### config.mk
export PLATFORM = sky130hd
export DESIGN_NAME = mlqs_front
export DESIGN_NICKNAME = d
export VERILOG_FILES = /design/src/mlqs_pkg.sv /design/src/mlqs_front.sv
export SDC_FILE = /design/constraint.sdc
export NUM_CORES = 1
export LEC_CHECK = 0
export BUFFER_PORTS_ARGS = -buffer_cell sky130_fd_sc_hd__buf_2
export CORE_MARGIN = 5
export CORE_UTILIZATION = 35
export DETAILED_ROUTE_END_ITERATION = 12
export PLACE_DENSITY_LB_ADDON = 0.08
export SLEW_MARGIN = 20
export SYNTH_ARGS = -nofsm -noshare
export SYNTH_HDL_FRONTEND = slang
export SYNTH_SLANG_ARGS = --single-unit
### constraint.sdc
create_clock -name clock -period 2.5 [get_ports clock]
set_input_delay 0.125 -clock clock [delete_from_list [all_inputs] [get_ports clock]]
set_output_delay 0.125 -clock clock [all_outputs]
set_load 0.01 [all_outputs]
### src/mlqs_pkg.sv
`timescale 1ns / 1ps
// ----------------------------------------------------------------------------
// mlqs_pkg
// Shared types and constants for the multilevel queue slot scheduler.
// ----------------------------------------------------------------------------
package mlqs_pkg;

   localparam int DEF_LEVELS      = 16;
   localparam int DEF_QUEUE_DEPTH = 16;
   localparam int HANDLE_W        = 16;
   localparam int LEVEL_W         = 4;

   localparam logic ACT_ENQUEUE = 1'b0;
   localparam logic ACT_DEQUEUE = 1'b1;

   typedef struct packed {
      logic                action;
      logic [LEVEL_W-1:0]  level;
      logic [HANDLE_W-1:0] task_handle;
   } cmd_type;

   typedef enum logic [1:0] {
      ST_IDLE,
      ST_READ,
      ST_DONE
   } back_state_type;

endpackage

### src/mlqs_front.sv
`timescale 1ns / 1ps
// ----------------------------------------------------------------------------
// mlqs_front
// Input stage: takes request transfers into a two-entry command queue.
// ----------------------------------------------------------------------------
module mlqs_front import mlqs_pkg::*; (
   input  logic    clock,
   input  logic    reset,
   input  logic    in_valid,
   output logic    in_ready,
   input  cmd_type in_cmd,
   output logic    out_valid,
   input  logic    out_ready,
   output cmd_type out_cmd
);

   cmd_type    slot_ff [2];
   logic       wr_ptr_ff, wr_ptr_in;
   logic       rd_ptr_ff, rd_ptr_in;
   logic [1:0] count_ff, count_in;
   logic       push, pop;

   assign in_ready  = (count_ff != 2'd2);
   assign out_valid = (count_ff != 2'd0);
   assign out_cmd   = slot_ff[rd_ptr_ff];
   assign push      = in_valid && in_ready;
   assign pop       = out_valid && out_ready;

   always_comb begin
      wr_ptr_in = wr_ptr_ff ^ push;
      rd_ptr_in = rd_ptr_ff ^ pop;
      count_in  = count_ff + {1'b0, push} - {1'b0, pop};
   end

   always_ff @(posedge clock) begin
      if (reset) begin
         wr_ptr_ff <= 1'b0;
         rd_ptr_ff <= 1'b0;
         count_ff  <= 2'd0;
      end else begin
         wr_ptr_ff <= wr_ptr_in;
         rd_ptr_ff <= rd_ptr_in;
         count_ff  <= count_in;
      end
      if (push) begin
         slot_ff[wr_ptr_ff] <= in_cmd;
      end
   end

endmodule

[Word level (Yosys, flattened, before mapping)]
Memories as Yosys holds them, arrays and structs flattened. A register that Yosys moved wholly into a read port is not among the register bits.
Cells that the tools add are included.
Word-level totals
  bits in registers: 4
  RAM bits: 42
  input port bits: 25
  output and inout port bits: 23
  logic and storage cells: 15
  memories kept: 1
Memory list
  slot_ff: words 2, bits a word 21, rd ports 1, clocked after memory_dff 1, wr ports 1, RTL line mlqs_front.sv:17  | cmd_type slot_ff [2];
Operators by class
  add/subtract/negate cells: 2
  eq/ne operators: 1
  multiplexer cells: 3
  bitwise operators: 2
  reductions and logical operators: 3
Operators with widths (count)
  $mux W1: 3
  $add A2 B1 Y2: 1
  $logic_and A1 B1 Y1: 2
  $ne A2 B2 Y1 const B: 1
  $reduce_bool A2 Y1: 1
  $sub A2 B1 Y2: 1
  $xor A1 B1 Y1: 2

[Longest topological paths before layout]
Gate-level depths: netlist (run 1).
  depth after elaboration: 4
  mapped depth: 6

[Worst setup path before layout (run 1)]
Ideal clock, no wire load.
  kind: register -> register
  start: register count_ff[0]
  end: memory slot_ff[0][0] (netlist bit), enable pin
  library setup time: 0.379 ns
  arrival time: 1.316 ns
  required time: 2.121 ns
  slack: 0.805 ns
  stages on the path, launching flop included: 4
  path buffers: 0
  path through: dfxtp_1 nand2b_1 and2_1 ha_1
Between the ends
  cells in the longest elaborated chain, start to end: 4
RTL lines
  start, declared: RTL line mlqs_front.sv:20  | logic [1:0] count_ff, count_in;
  start signal, assigned: RTL line mlqs_front.sv:43  | count_ff <= count_in;
  $ne A2 B2 Y1: RTL line mlqs_front.sv:23  | assign in_ready = (count_ff != 2'd2);
  via in_ready: RTL line mlqs_front.sv:10  | output logic in_ready,
  $logic_and A1 B1 Y1: RTL line mlqs_front.sv:26  | assign push = in_valid && in_ready;
  $mux W1: RTL line mlqs_front.sv:45  | if (push) begin
  $mux W1 (not written as such): RTL line mlqs_front.sv:46  | slot_ff[wr_ptr_ff] <= in_cmd;
  end, declared: RTL line mlqs_front.sv:17
The timed path passes the listed nets, and every way through them passes these cells.

[Final worst setup path (run 1)]
  start: register count_ff[0]
  end: memory slot_ff[1][11] (netlist bit), enable pin
Between the ends
  cells in the longest elaborated chain, start to end: 4
RTL lines (RTL line)
  $ne A2 B2 Y1: mlqs_front.sv:23
  $logic_and A1 B1 Y1: mlqs_front.sv:26
  $mux W1: mlqs_front.sv:45
  $mux W1 (not written as such): mlqs_front.sv:46
No other way between the ends.

==> metrics.csv, run 1 <==
stage,metric,value,unit
status,status,completed,
global_routing,antenna violations before repair,0,
die,die area,0.006487,mm2
place,DPL Wire Length,2151,um
worst_setup_path,CP Capture Type,register,
worst_setup_path,worst reg-to-reg path cell count,3,
timing,worst hold slack,0.02523,ns
die,# IOs,48,
worst_setup_path,R2R Setup Slk,0.86,ns
job,max_cap viols,0,
yosys,Mapped Nets,119,
timing,sum of negative setup slack,0,ns
yosys,Synth Instances,92,
min_path,Hold Crit Start,in_cmd[0],
worst_setup_path,Top Family by Delay on Critical Path,simple AND/OR/NAND/NOR gates,
timing,Slew Limit Fails,0,
global_routing,grt ovf,0,
timing,final hold violation count,0,
clock_network,Bufs on Longest Clock Path,2,
yosys,post-synthesis cell type count,20,
clock_network,setup bufs post-CTS,0,
worst_setup_path,critical path class,reg -> reg,
worst_setup_path,crit-path cells,nand2b_1 -> and3_1 -> buf_4,
cells_and_area,"leading cell type in the layout, fill and taps excluded",buf_2,
pwr,Sw Ratio,0.2636,
clock_network,post_cts resized,0,
place,GP Congestion,0.6647,
timing,Max-slew headroom,0.7156,
pwr,Seq pwr share,0.529,
yosys,sequential cell area fraction in the yosys report,0.7701,
timing,fin crit period,1.635,ns
place,pre-CTS setup slack,0.8371,ns
clock_network,CTS tree,built,
clock_network,hold-fix buffers at CTS,0,
yosys,mapped cell area,0.001742,mm2
worst_setup_path,FF-to-FF Start,count_ff[0]$_SDFF_PP0_,
cells_and_area,most frequent cells in the layout,"buf_2 (47), edfxtp_1 (42), mux2_2 (21)",
detailed_routing,vias per cell,4.375,
cells_and_area,area of the multi-input gates,386.6,um2
detailed_routing,drt pass-1 iters,3,
worst_setup_path,crit path DAT,1.61,ns
detailed_routing,ANT nets after route,0,
clock_network,clock transition time at the flip-flop clock pins of the worst setup and hold paths,0.08,ns
detailed_routing,DR vias,945,
yosys,#FFs+latches synth,46,
die,Die Width,80.54,um
timing,unrepaired setup endpoints after global routing,false,
cells_and_area,sequential cell area,0.001341,mm2
global_routing,first-pass GRT wire length,4705,um
cells_and_area,# diodes,0,
pwr,P_sw,0.4915,mW
place,Port Buf Inserts,47,
min_path,Hold Path End,slot_ff[0][0]$_DFFE_PP_,
pwr,leak pwr,0.8261,nW
timing,final setup margin,0.8647,ns
detailed_routing,# DRC,0,
timing,Final Skew,0.006710,ns
cells_and_area,fin nets,175,
cells_and_area,FILL cells,432,
min_path,WHS Path Cells,1,
yosys,Yosys warnings,0,
worst_setup_path,worst path bufs/invs,1,
cells_and_area,share of cells above drive strength 1,0.5369,
die,Core Area,0.004786,mm2
cells_and_area,area grow syn2layout,24.35,%
pwr,Peak VDD IR,0.0003429,V
clock_network,CTS Sinks,46,
worst_setup_path,peak fanout along the critical path,13,
global_routing,largest net degree at the start of global routing,22,
detailed_routing,Routed WL,2949,um
die,FP Rows,25,
timing,fin crit share,0.6541,
yosys,Post-Syn Area per Cell,18.93,um2
timing,Final Setup Violations,0,
timing,measured slew at the worst slew-check pin,0.4266,ns
die,Die H,80.54,um
clock_network,H-tree depth,2,
worst_setup_path,largest stage delay on the critical path,0.44,ns
pwr,Comb power frac,0.250,
detailed_routing,starting DRC count in detailed routing,55,
clock_network,Root Driver,clkbuf_8,
worst_setup_path,CP Data Required Time,2.48,ns
timing,fmax,611.5,MHz
pwr,Power Density,861.0,mW/mm2
min_path,hold crit path type,in -> reg,
global_routing,vias in the first global route,1023,
die,Initial Util,0.3639,
clock_network,worst skew pair latency,0.28,ns
worst_setup_path,reg2reg end,slot_ff[1][11]$_DFFE_PP_,
pwr,cell-internal power,1.373,mW
worst_setup_path,CP startpoint kind,register,
global_routing,Total Routing Usage GR,0.09778,
worst_setup_path,slowest library cell on the worst path,dfxtp_1,
pwr,Clock power frac,0.221,
detailed_routing,DR WL/cell,13.65,um
clock_network,Num CTS Buffers,5,
-- worst max path at each step --
| stage | start | endpoint | cells past startpoint |
|---|---|---|---|
| floorplan | count_ff[0]$_SDFF_PP0_ | slot_ff[0][0]$_DFFE_PP_ | 3 |
| global placement | count_ff[0]$_SDFF_PP0_ | slot_ff[1][14]$_DFFE_PP_ | 3 |
| detailed placement | count_ff[0]$_SDFF_PP0_ | slot_ff[1][14]$_DFFE_PP_ | 3 |
| CTS | count_ff[0]$_SDFF_PP0_ | slot_ff[1][16]$_DFFE_PP_ | 3 |
| global route | count_ff[0]$_SDFF_PP0_ | slot_ff[1][11]$_DFFE_PP_ | 3 |
| finish | count_ff[0]$_SDFF_PP0_ | slot_ff[1][11]$_DFFE_PP_ | 3 |
-- logic make-up (layout without fill, tap and decap cells) --
logic type | after synthesis | after routing | synth area share
adders and majority gates | 2 | 2 | 0.01437
and+or+nand+nor | 13 | 13 | 0.03952
muxes | 22 | 22 | 0.1422
xor gates and xnor gates | 1 | 1 | 0.005030
buffers and inverters | 3 | 60 | 0.007900
DFF | 46 | 46 | 0.7701
AOI/OAI and AO/OA | 5 | 5 | 0.02084
-- power by group through the flow --
| stage | sequential (mW) | clock [mW] | combinational, mW |
|---|---|---|---|
| floorplan | 0.998 | 0 | 0.296 |
| global placement | 0.999 | 0 | 0.476 |
| detailed placement | 1.01 | 0 | 0.481 |
| CTS | 0.987 | 0.435 | 0.484 |
| global route | 0.998 | 0.468 | 0.516 |
| finish | 0.987 | 0.412 | 0.467 |
-- synth_stat cells --
master / count / share of area
a211oi_1: 1 / 0.0043
a21bo_1: 1 / 0.0057
a32oi_1: 1 / 0.0050
and2_1: 1 / 0.0036
and2b_1: 1 / 0.0043
and3_1: 1 / 0.0036
buf_2: 2 / 0.0057
dfxtp_1: 4 / 0.046
edfxtp_1: 42 / 0.72
ha_1: 2 / 0.014
inv_1: 1 / 0.0022
mux2_1: 1 / 0.0065
mux2_2: 21 / 0.14
nand2b_1: 1 / 0.0036
nand3_1: 1 / 0.0029
nor2_1: 5 / 0.011
nor2b_1: 2 / 0.0072
o21ai_0: 2 / 0.0057
or2_2: 1 / 0.0036
xor2_1: 1 / 0.0050
-- layer usage --
layer  up-vias  track usage  part of all wire
li1        461            -                 -
met1       449       0.1086              0.39
met2        30       0.1656              0.51
met3         5      0.03924             0.086
met4         0      0.04054            0.0098
met5         -            0                 0
-- sequential cells by signal, summed over array words and instances, names as in the netlist --
signal and flops:
wr_ptr_ff 1, rd_ptr_ff 1, slot_ff 42, count_ff 2
-- worst reg2reg max path: stages, from the launching register on --
cell      delay (ns)
dfxtp_1         0.44
nand2b_1        0.16
and3_1          0.43
buf_4           0.31
-- cell type report --
| class | count | share of cell area |
|---|---|---|
| clock buffers | 5 | 0.03177 |
| clock inverters | 3 | 0.007510 |
| inverters | 1 | 0.001733 |
| multi-input cells | 43 | 0.1785 |
| flip-flops and latches | 46 | 0.6193 |
| well taps | 67 | 0.03871 |
| repair buffers | 51 | 0.1225 |
-- stage by stage --
step                      utilization  total power, mW  cells  instance area [um2]
final                          0.4525            1.865    216                 2166
after floorplan                     -            1.294     92                 1742
after CTS                      0.4525            1.907    216                 2166
after global placement         0.4348            1.476    208                 2081
after detailed placement       0.4348            1.486    208                 2081
after global routing           0.4525            1.981    216                 2166
Note: power is estimated with default switching activity, not from simulation.
==> run 2, diff against run 1 <==
- ABC_AREA: default -> 1
- clock period: 2.5 -> 1.4 ns (I/O delays scaled with it)
==> metrics.csv, run 2 <==
stage,metric,value,unit,change
timing,worst hold slack,0.1827,ns,was 0.02523 ns
worst_setup_path,reg2reg end,count_ff[1]$_SDFF_PP0_,,was slot_ff[1][11]$_DFFE_PP_
worst_setup_path,critical path class,reg -> reg,,unchanged
cells_and_area,largest register by flop count,slot_ff,,unchanged
detailed_routing,drt pass-1 iters,4,,was 3
worst_setup_path,CP Data Required Time,1.58,ns,was 2.48 ns
clock_network,setup bufs post-CTS,0,,unchanged
detailed_routing,Routed WL,3492,um,was 2949 um
cells_and_area,area of the multi-input gates,395.4,um2,was 386.6 um2
yosys,post-synthesis cell type count,17,,was 20
global_routing,antenna violations before repair,0,,unchanged
yosys,Mapped Nets,170,,was 119
worst_setup_path,R2R Setup Slk,0.03,ns,was 0.86 ns
timing,fin crit share,0.9784,,was 0.6541
min_path,Hold Path End,rd_ptr_ff$_SDFF_PP0_,,was slot_ff[0][0]$_DFFE_PP_
yosys,post-synth top area cell,edfxtp_1,,unchanged
detailed_routing,ANT nets after route,0,,unchanged
yosys,Synth Area in XOR/XNOR,0.004958,,was 0.005029
global_routing,Total Routing Usage GR,0.1165,,was 0.09778
yosys,mapped cell area,0.001767,mm2,was 0.001742 mm2
cells_and_area,FILL cells,440,,was 432
cells_and_area,Top Registers,"slot_ff (42), count_ff (2)",,unchanged
die,Initial Util,0.3668,,was 0.3639
worst_setup_path,peak fanout along the critical path,4,,was 13
yosys,adder-cell share of the synthesized area,0.01416,,was 0.01437
timing,Slew Limit Fails,0,,unchanged
place,GP Congestion,0.6222,,was 0.6647
timing,Max-slew headroom,0.8447,,was 0.7156
worst_setup_path,FF-to-FF Start,count_ff[1]$_SDFF_PP0_,,was count_ff[0]$_SDFF_PP0_
timing,sum of negative setup slack,0,ns,unchanged
pwr,Peak VDD IR,0.0007579,V,was 0.0003429 V
clock_network,clock transition time at the flip-flop clock pins of the worst setup and hold paths,0.07,ns,was 0.08 ns
die,# IOs,48,,unchanged
cells_and_area,share of cells above drive strength 1,0.3333,,was 0.5369
worst_setup_path,CP Capture Type,register,,unchanged
yosys,"count leader, synth",nand2_1,,was edfxtp_1
worst_setup_path,crit path DAT,1.55,ns,was 1.61 ns
timing,Final Setup Violations,0,,unchanged
yosys,mux cell area share after synthesis,0,,was 0.1422
cells_and_area,area grow syn2layout,41.50,%,was 24.35%
yosys,Post-synth top cells,"nand2_1 (67), edfxtp_1 (42), inv_1 (9)",,"was edfxtp_1 (42), mux2_2 (21), nor2_1 (5)"
detailed_routing,vias per cell,4.080,,was 4.375
clock_network,CTS tree,built,,unchanged
global_routing,first-pass GRT wire length,5740,um,was 4705 um
timing,fmax,730.0,MHz,was 611.5 MHz
pwr,Power Density,1702,mW/mm2,was 861.0 mW/mm2
yosys,simple-gate share of the synthesized area,0.1813,,was 0.03951
clock_network,Root Driver,clkbuf_8,,unchanged
yosys,Async SR Flop Fraction,0,,unchanged
die,Die Width,81.05,um,was 80.54 um
clock_network,Bufs on Longest Clock Path,2,,unchanged
min_path,Hold Crit Start,out_ready,,was in_cmd[0]
clock_network,CTS Sinks,46,,unchanged
cells_and_area,sequential cell area,0.001349,mm2,was 0.001341 mm2
cells_and_area,fin nets,248,,was 175
yosys,top post-synthesis cells by area,"edfxtp_1 (71%), nand2_1 (14%), dfxtp_1 (4.5%)",,"was edfxtp_1 (72%), mux2_2 (14%), dfxtp_1 (4.6%)"
detailed_routing,starting DRC count in detailed routing,52,,was 55
yosys,main combinational cell family by area after synthesis,simple AND/OR/NAND/NOR gates,,was multiplexers
cells_and_area,Final Non-Filler Cells,289,,was 216
cells_and_area,# diodes,0,,unchanged
clock_network,H-tree depth,2,,unchanged
status,status,completed,,unchanged
yosys,Synth Instances,143,,was 92
timing,fin crit period,1.370,ns,was 1.635 ns
worst_setup_path,worst reg-to-reg path cell count,9,,was 3
cells_and_area,Final Util,0.5190,,was 0.4525
yosys,Yosys top cell area share,0.7139,,was 0.7241
job,max_cap viols,0,,unchanged
place,DPL Wire Length,2354,um,was 2151 um
clock_network,Num CTS Buffers,5,,unchanged
min_path,WHS Path Cells,4,,was 1
detailed_routing,# DRC,0,,unchanged
yosys,Post-Syn Area per Cell,12.35,um2,was 18.93 um2
die,Core Area,0.004817,mm2,was 0.004786 mm2
yosys,Yosys warnings,0,,unchanged
worst_setup_path,CP startpoint kind,register,,unchanged
timing,Final Skew,0.005859,ns,was 0.006710 ns
timing,unrepaired setup endpoints after global routing,true,,was false
place,Placed Cells,259,,was 208
yosys,post-synthesis compound-gate area fraction,0.007790,,was 0.02083
timing,measured slew at the worst slew-check pin,0.2330,ns,was 0.4266 ns
die,FP Rows,25,,unchanged
cells_and_area,max reg flops,42,,unchanged
timing,final hold violation count,0,,unchanged
detailed_routing,DR vias,1179,,was 945
yosys,#FFs+latches synth,46,,unchanged
min_path,hold crit path type,in -> reg,,unchanged
die,Die H,81.05,um,was 80.54 um
global_routing,largest net degree at the start of global routing,23,,was 22
yosys,"EDFF count, synth",42,,unchanged
clock_network,worst skew pair latency,0.29,ns,was 0.28 ns
yosys,Post-synth top flop,edfxtp_1,,unchanged
cells_and_area,"leading cell type in the layout, fill and taps excluded",nand2_1,,was buf_2
yosys,sequential cell area fraction in the yosys report,0.7592,,was 0.7701
detailed_routing,DR WL/cell,12.08,um,was 13.65 um
die,die area,0.006568,mm2,was 0.006487 mm2
place,Port Buf Inserts,47,,unchanged
global_routing,grt ovf,0,,unchanged
pwr,leak pwr,1.074,nW,was 0.8261 nW
cells_and_area,most frequent cells in the layout,"nand2_1 (66), buf_2 (47), edfxtp_1 (42)",,"was buf_2 (47), edfxtp_1 (42), mux2_2 (21)"
global_routing,vias in the first global route,1246,,was 1023
[run 2: cell types whose count changed in the layout (fill, tap and decap cells not counted), moves of 3 or more]
cell	previous run	this run
nand2_1	0	66
nor2_4	0	3
inv_1	1	8
mux2_2	21	0
dlygate4sd3_1	0	22
[run 2: what timing repair did]
| item | in CTS | in global routing |
|---|---|---|
| resized for setup | 6 | 5 |
| hold endpoints to repair | 44 | 0 |
| pin swaps | 1 | 4 |
| endpoints found under the setup margin | 1 | 14 |
| hold buffers | 22 | 0 |
[run 2: cells by family (layout without fill, tap and decap cells)]
family	count (synthesis)	after routing
adder cells (fa/ha/maj)	2	2
AO/OA/AOI/OAI	2	2
AND/OR/NAND/NOR	78	78
buffers and inverters	14	93
XOR/XNOR	1	1
flip-flops	46	46
[run 2: cell type report]
| type | instances | area share |
|---|---|---|
| tap | 67 | 0.03353 |
| multi-input combinational | 83 | 0.1582 |
| inverter | 10 | 0.01602 |
| clock buffer | 7 | 0.03053 |
| timing repair buffer | 75 | 0.2102 |
| sequential | 46 | 0.5395 |
| clock inverter | 1 | 0.01201 |
[run 2: power by group]
part           switching (mW)  total (mW)  internal, mW
combinational           0.827        1.42         0.591
clock                   0.397       0.931         0.534
sequential              0.101        1.91          1.80
[run 2: per-layer routing]
layer / global-route usage / part of all wire / vias to the layer above
met5: 0 / 0 / -
met4: 0.04054 / 0.0043 / 0
met3: 0.03437 / 0.047 / 2
met2: 0.2085 / 0.53 / 27
met1: 0.1314 / 0.42 / 527
li1: - / - / 623
[run 2: worst max-delay path by stage]
stage,start,to
after floorplan,count_ff[0]$_SDFF_PP0_,slot_ff[0][0]$_DFFE_PP_
after global placement,count_ff[1]$_SDFF_PP0_,count_ff[1]$_SDFF_PP0_
after detailed placement,count_ff[1]$_SDFF_PP0_,count_ff[1]$_SDFF_PP0_
after CTS,count_ff[0]$_SDFF_PP0_,count_ff[1]$_SDFF_PP0_
after global routing,count_ff[1]$_SDFF_PP0_,count_ff[1]$_SDFF_PP0_
final,count_ff[1]$_SDFF_PP0_,count_ff[1]$_SDFF_PP0_
[run 2: metrics by stage]
| step | area, um2 | worst slack [ns] | total power [mW] |
|---|---|---|---|
| 6_report | 2500 | 0.03021 | 4.254 |
| 3_3_place_gp | 2146 | 0.04728 | 3.226 |
| 5_1_grt | 2500 | -0.06507 | 4.558 |
| 4_1_cts | 2492 | 0.00007672 | 4.302 |
| 3_5_place_dp | 2146 | -0.04776 | 3.262 |
| 2_1_floorplan | 1777 | 0.002794 | 2.682 |
[run 2: worst max-delay path, stage by stage (launching register included)]
cell     delay (ns)
dfxtp_4        0.38
nor2_4         0.05
nor2_4         0.17
xnor2_2        0.13
ha_2           0.19
inv_1          0.04
nand2_1        0.06
nand2_2        0.07
a21oi_2        0.11
nor2_1         0.06
==> run 3, diff against run 2 <==
- CORE_UTILIZATION: 35 -> 30
==> metrics.csv, run 3 (synthesized netlist as in run 2, its figures left out) <==
stage,metric,value,unit,change
clock_network,H-tree depth,2,,unchanged
cells_and_area,max reg flops,42,,unchanged
die,die area,0.007524,mm2,was 0.006568 mm2
timing,unrepaired setup endpoints after global routing,true,,unchanged
worst_setup_path,crit path DAT,1.63,ns,was 1.55 ns
status,failing checks,setup timing,,
timing,sum of negative setup slack,-0.003780,ns,was 0 ns
worst_setup_path,CP Capture Type,register,,unchanged
timing,Slew Limit Fails,0,,unchanged
pwr,Power Density,1657,mW/mm2,was 1702 mW/mm2
timing,fmax,712.4,MHz,was 730.0 MHz
pwr,Peak VDD IR,0.0007417,V,was 0.0007579 V
job,max_cap viols,0,,unchanged
global_routing,vias in the first global route,1272,,was 1246
cells_and_area,Top Registers,"slot_ff (42), count_ff (2)",,unchanged
place,Port Buf Inserts,47,,unchanged
clock_network,worst skew pair latency,0.29,ns,about the same
place,placed inst area,0.002148,mm2,was 0.002146 mm2
cells_and_area,fin nets,251,,was 248
global_routing,Total Routing Usage GR,0.1045,,was 0.1165
pwr,leak pwr,1.079,nW,was 1.074 nW
timing,fin crit share,1.003,,was 0.9784
global_routing,grt ovf,0,,unchanged
clock_network,Num CTS Buffers,5,,unchanged
die,Core Area,0.005816,mm2,was 0.004817 mm2
global_routing,first-pass GRT wire length,5878,um,was 5740 um
die,FP Rows,28,,was 25
place,DPL Wire Length,2377,um,was 2354 um
worst_setup_path,peak fanout along the critical path,3,,was 4
die,# IOs,48,,unchanged
detailed_routing,starting DRC count in detailed routing,64,,was 52
timing,Final Setup Violations,1,,was 0
global_routing,antenna violations before repair,0,,unchanged
detailed_routing,DR vias,1220,,was 1179
cells_and_area,FILL cells,571,,was 440
cells_and_area,area of the multi-input gates,400.4,um2,was 395.4 um2
clock_network,clock transition time at the flip-flop clock pins of the worst setup and hold paths,0.08,ns,was 0.07 ns
global_routing,largest net degree at the start of global routing,23,,unchanged
detailed_routing,vias per cell,4.067,,was 4.080
clock_network,Bufs on Longest Clock Path,2,,unchanged
status,status,"finished, violations left",,was completed
worst_setup_path,CP Data Required Time,1.63,ns,was 1.58 ns
detailed_routing,DR WL/cell,12.08,um,about the same
cells_and_area,# diodes,0,,unchanged
min_path,hold crit path type,in -> reg,,unchanged
die,Die Width,86.74,um,was 81.05 um
cells_and_area,largest register by flop count,slot_ff,,unchanged
timing,Final Skew,0.003389,ns,was 0.005859 ns
cells_and_area,Final Instance Area,0.002514,mm2,was 0.002500 mm2
timing,fin crit period,1.404,ns,was 1.370 ns
detailed_routing,drt pass-1 iters,4,,unchanged
worst_setup_path,CP startpoint kind,register,,unchanged
die,Die H,86.74,um,was 81.05 um
detailed_routing,Routed WL,3624,um,was 3492 um
worst_setup_path,critical path class,reg -> reg,,unchanged
detailed_routing,ANT nets after route,0,,unchanged
timing,final hold violation count,0,,unchanged
place,GP Congestion,0.7049,,was 0.6222
cells_and_area,sequential cell area,0.001346,mm2,was 0.001349 mm2
cells_and_area,"leading cell type in the layout, fill and taps excluded",nand2_1,,unchanged
clock_network,CTS tree,built,,unchanged
clock_network,CTS Sinks,46,,unchanged
cells_and_area,most frequent cells in the layout,"nand2_1 (65), buf_2 (47), edfxtp_1 (42)",,"was nand2_1 (66), buf_2 (47), edfxtp_1 (42)"
timing,Max-slew headroom,0.8370,,was 0.8447
cells_and_area,area grow syn2layout,42.28,%,was 41.50%
die,Initial Util,0.3038,,was 0.3668
detailed_routing,# DRC,0,,unchanged
clock_network,Root Driver,clkbuf_8,,unchanged
timing,final setup margin,-0.003780,ns,was 0.03021 ns
cells_and_area,share of cells above drive strength 1,0.3467,,was 0.3333
timing,measured slew at the worst slew-check pin,0.2445,ns,was 0.2330 ns
==> run 3: cell types whose count changed in the layout (fill, tap and decap cells not counted), sizes merged <==
cell / delta
clkinv: +2
bufinv: -1
clkbuf: -1
buf: +3
==> run 3: critical path, stage by stage, from the launching register on <==
cell and delay (ns):
dfxtp_4 0.36, nor2_4 0.15, nor2_4 0.07, xnor2_2 0.18, ha_2 0.21, inv_1 0.04
nand2_1 0.07, nand2_2 0.07, nand3_2 0.06, nand2_2 0.05, nor2_2 0.09
==> run 3: layer usage <==
layer  track usage  vias to the layer above  share of wire
met5             0                        -              0
met4       0.04391                        0          0.023
met2        0.1919                       28           0.53
met3       0.03327                        8          0.052
li1              -                      629              -
met1        0.1088                      555           0.39
==> run 3: path summary, 6_finish.rpt <==
| path | start | to | slack [ns] | depth (start not counted) |
|---|---|---|---|---|
| max | count_ff[0]$_SDFF_PP0_ | count_ff[1]$_SDFF_PP0_ | -0.004 | 10 |
| min | out_ready | rd_ptr_ff$_SDFF_PP0_ | 0.17 | 4 |
| max reg2reg | count_ff[0]$_SDFF_PP0_ | count_ff[1]$_SDFF_PP0_ | -0.004 | 10 |
| min reg2reg | wr_ptr_ff$_SDFF_PP0_ | wr_ptr_ff$_SDFF_PP0_ | 0.65 | 3 |
==> run 3: stage by stage <==
step / cells / power, mW / setup slack [ns] / hold slack (ns) / utilization
final: 300 / 4.166 / -0.003780 / 0.1700 / 0.4322
after global placement: 266 / 3.212 / 0.05159 / 0.2594 / 0.3694
after global routing: 300 / 4.485 / -0.08227 / 0.1800 / 0.4322
after floorplan: 143 / 2.682 / 0.002794 / 0.1367 / -
after CTS: 296 / 4.124 / 0.005876 / 0.1644 / 0.4247
after detailed placement: 266 / 3.267 / -0.07908 / 0.2620 / 0.3694
==> run 3: power breakdown <==
group / switching [mW] / total (mW) / leakage [nW] / internal (mW)
logic: 0.868 / 1.52 / 0.610 / 0.652
registers: 0.0955 / 1.89 / 0.426 / 1.80
clock network: 0.409 / 0.753 / 0.0426 / 0.343
==> run 3: area by class of cell <==
type,count,share of cell area
timing repair buffer,78,0.2195
inverter,10,0.01593
clock buffer,6,0.02887
multi-input combinational,83,0.1593
clock inverter,2,0.003484
tap,75,0.03733
sequential,46,0.5356
==> run 3: what timing repair did <==
item,CTS,global route
pin swaps,1,7
endpoints found under the hold margin,44,0
endpoints found under the setup margin,1,18
hold buffers,22,0
setup buffers,0,4
gates resized for setup,6,6
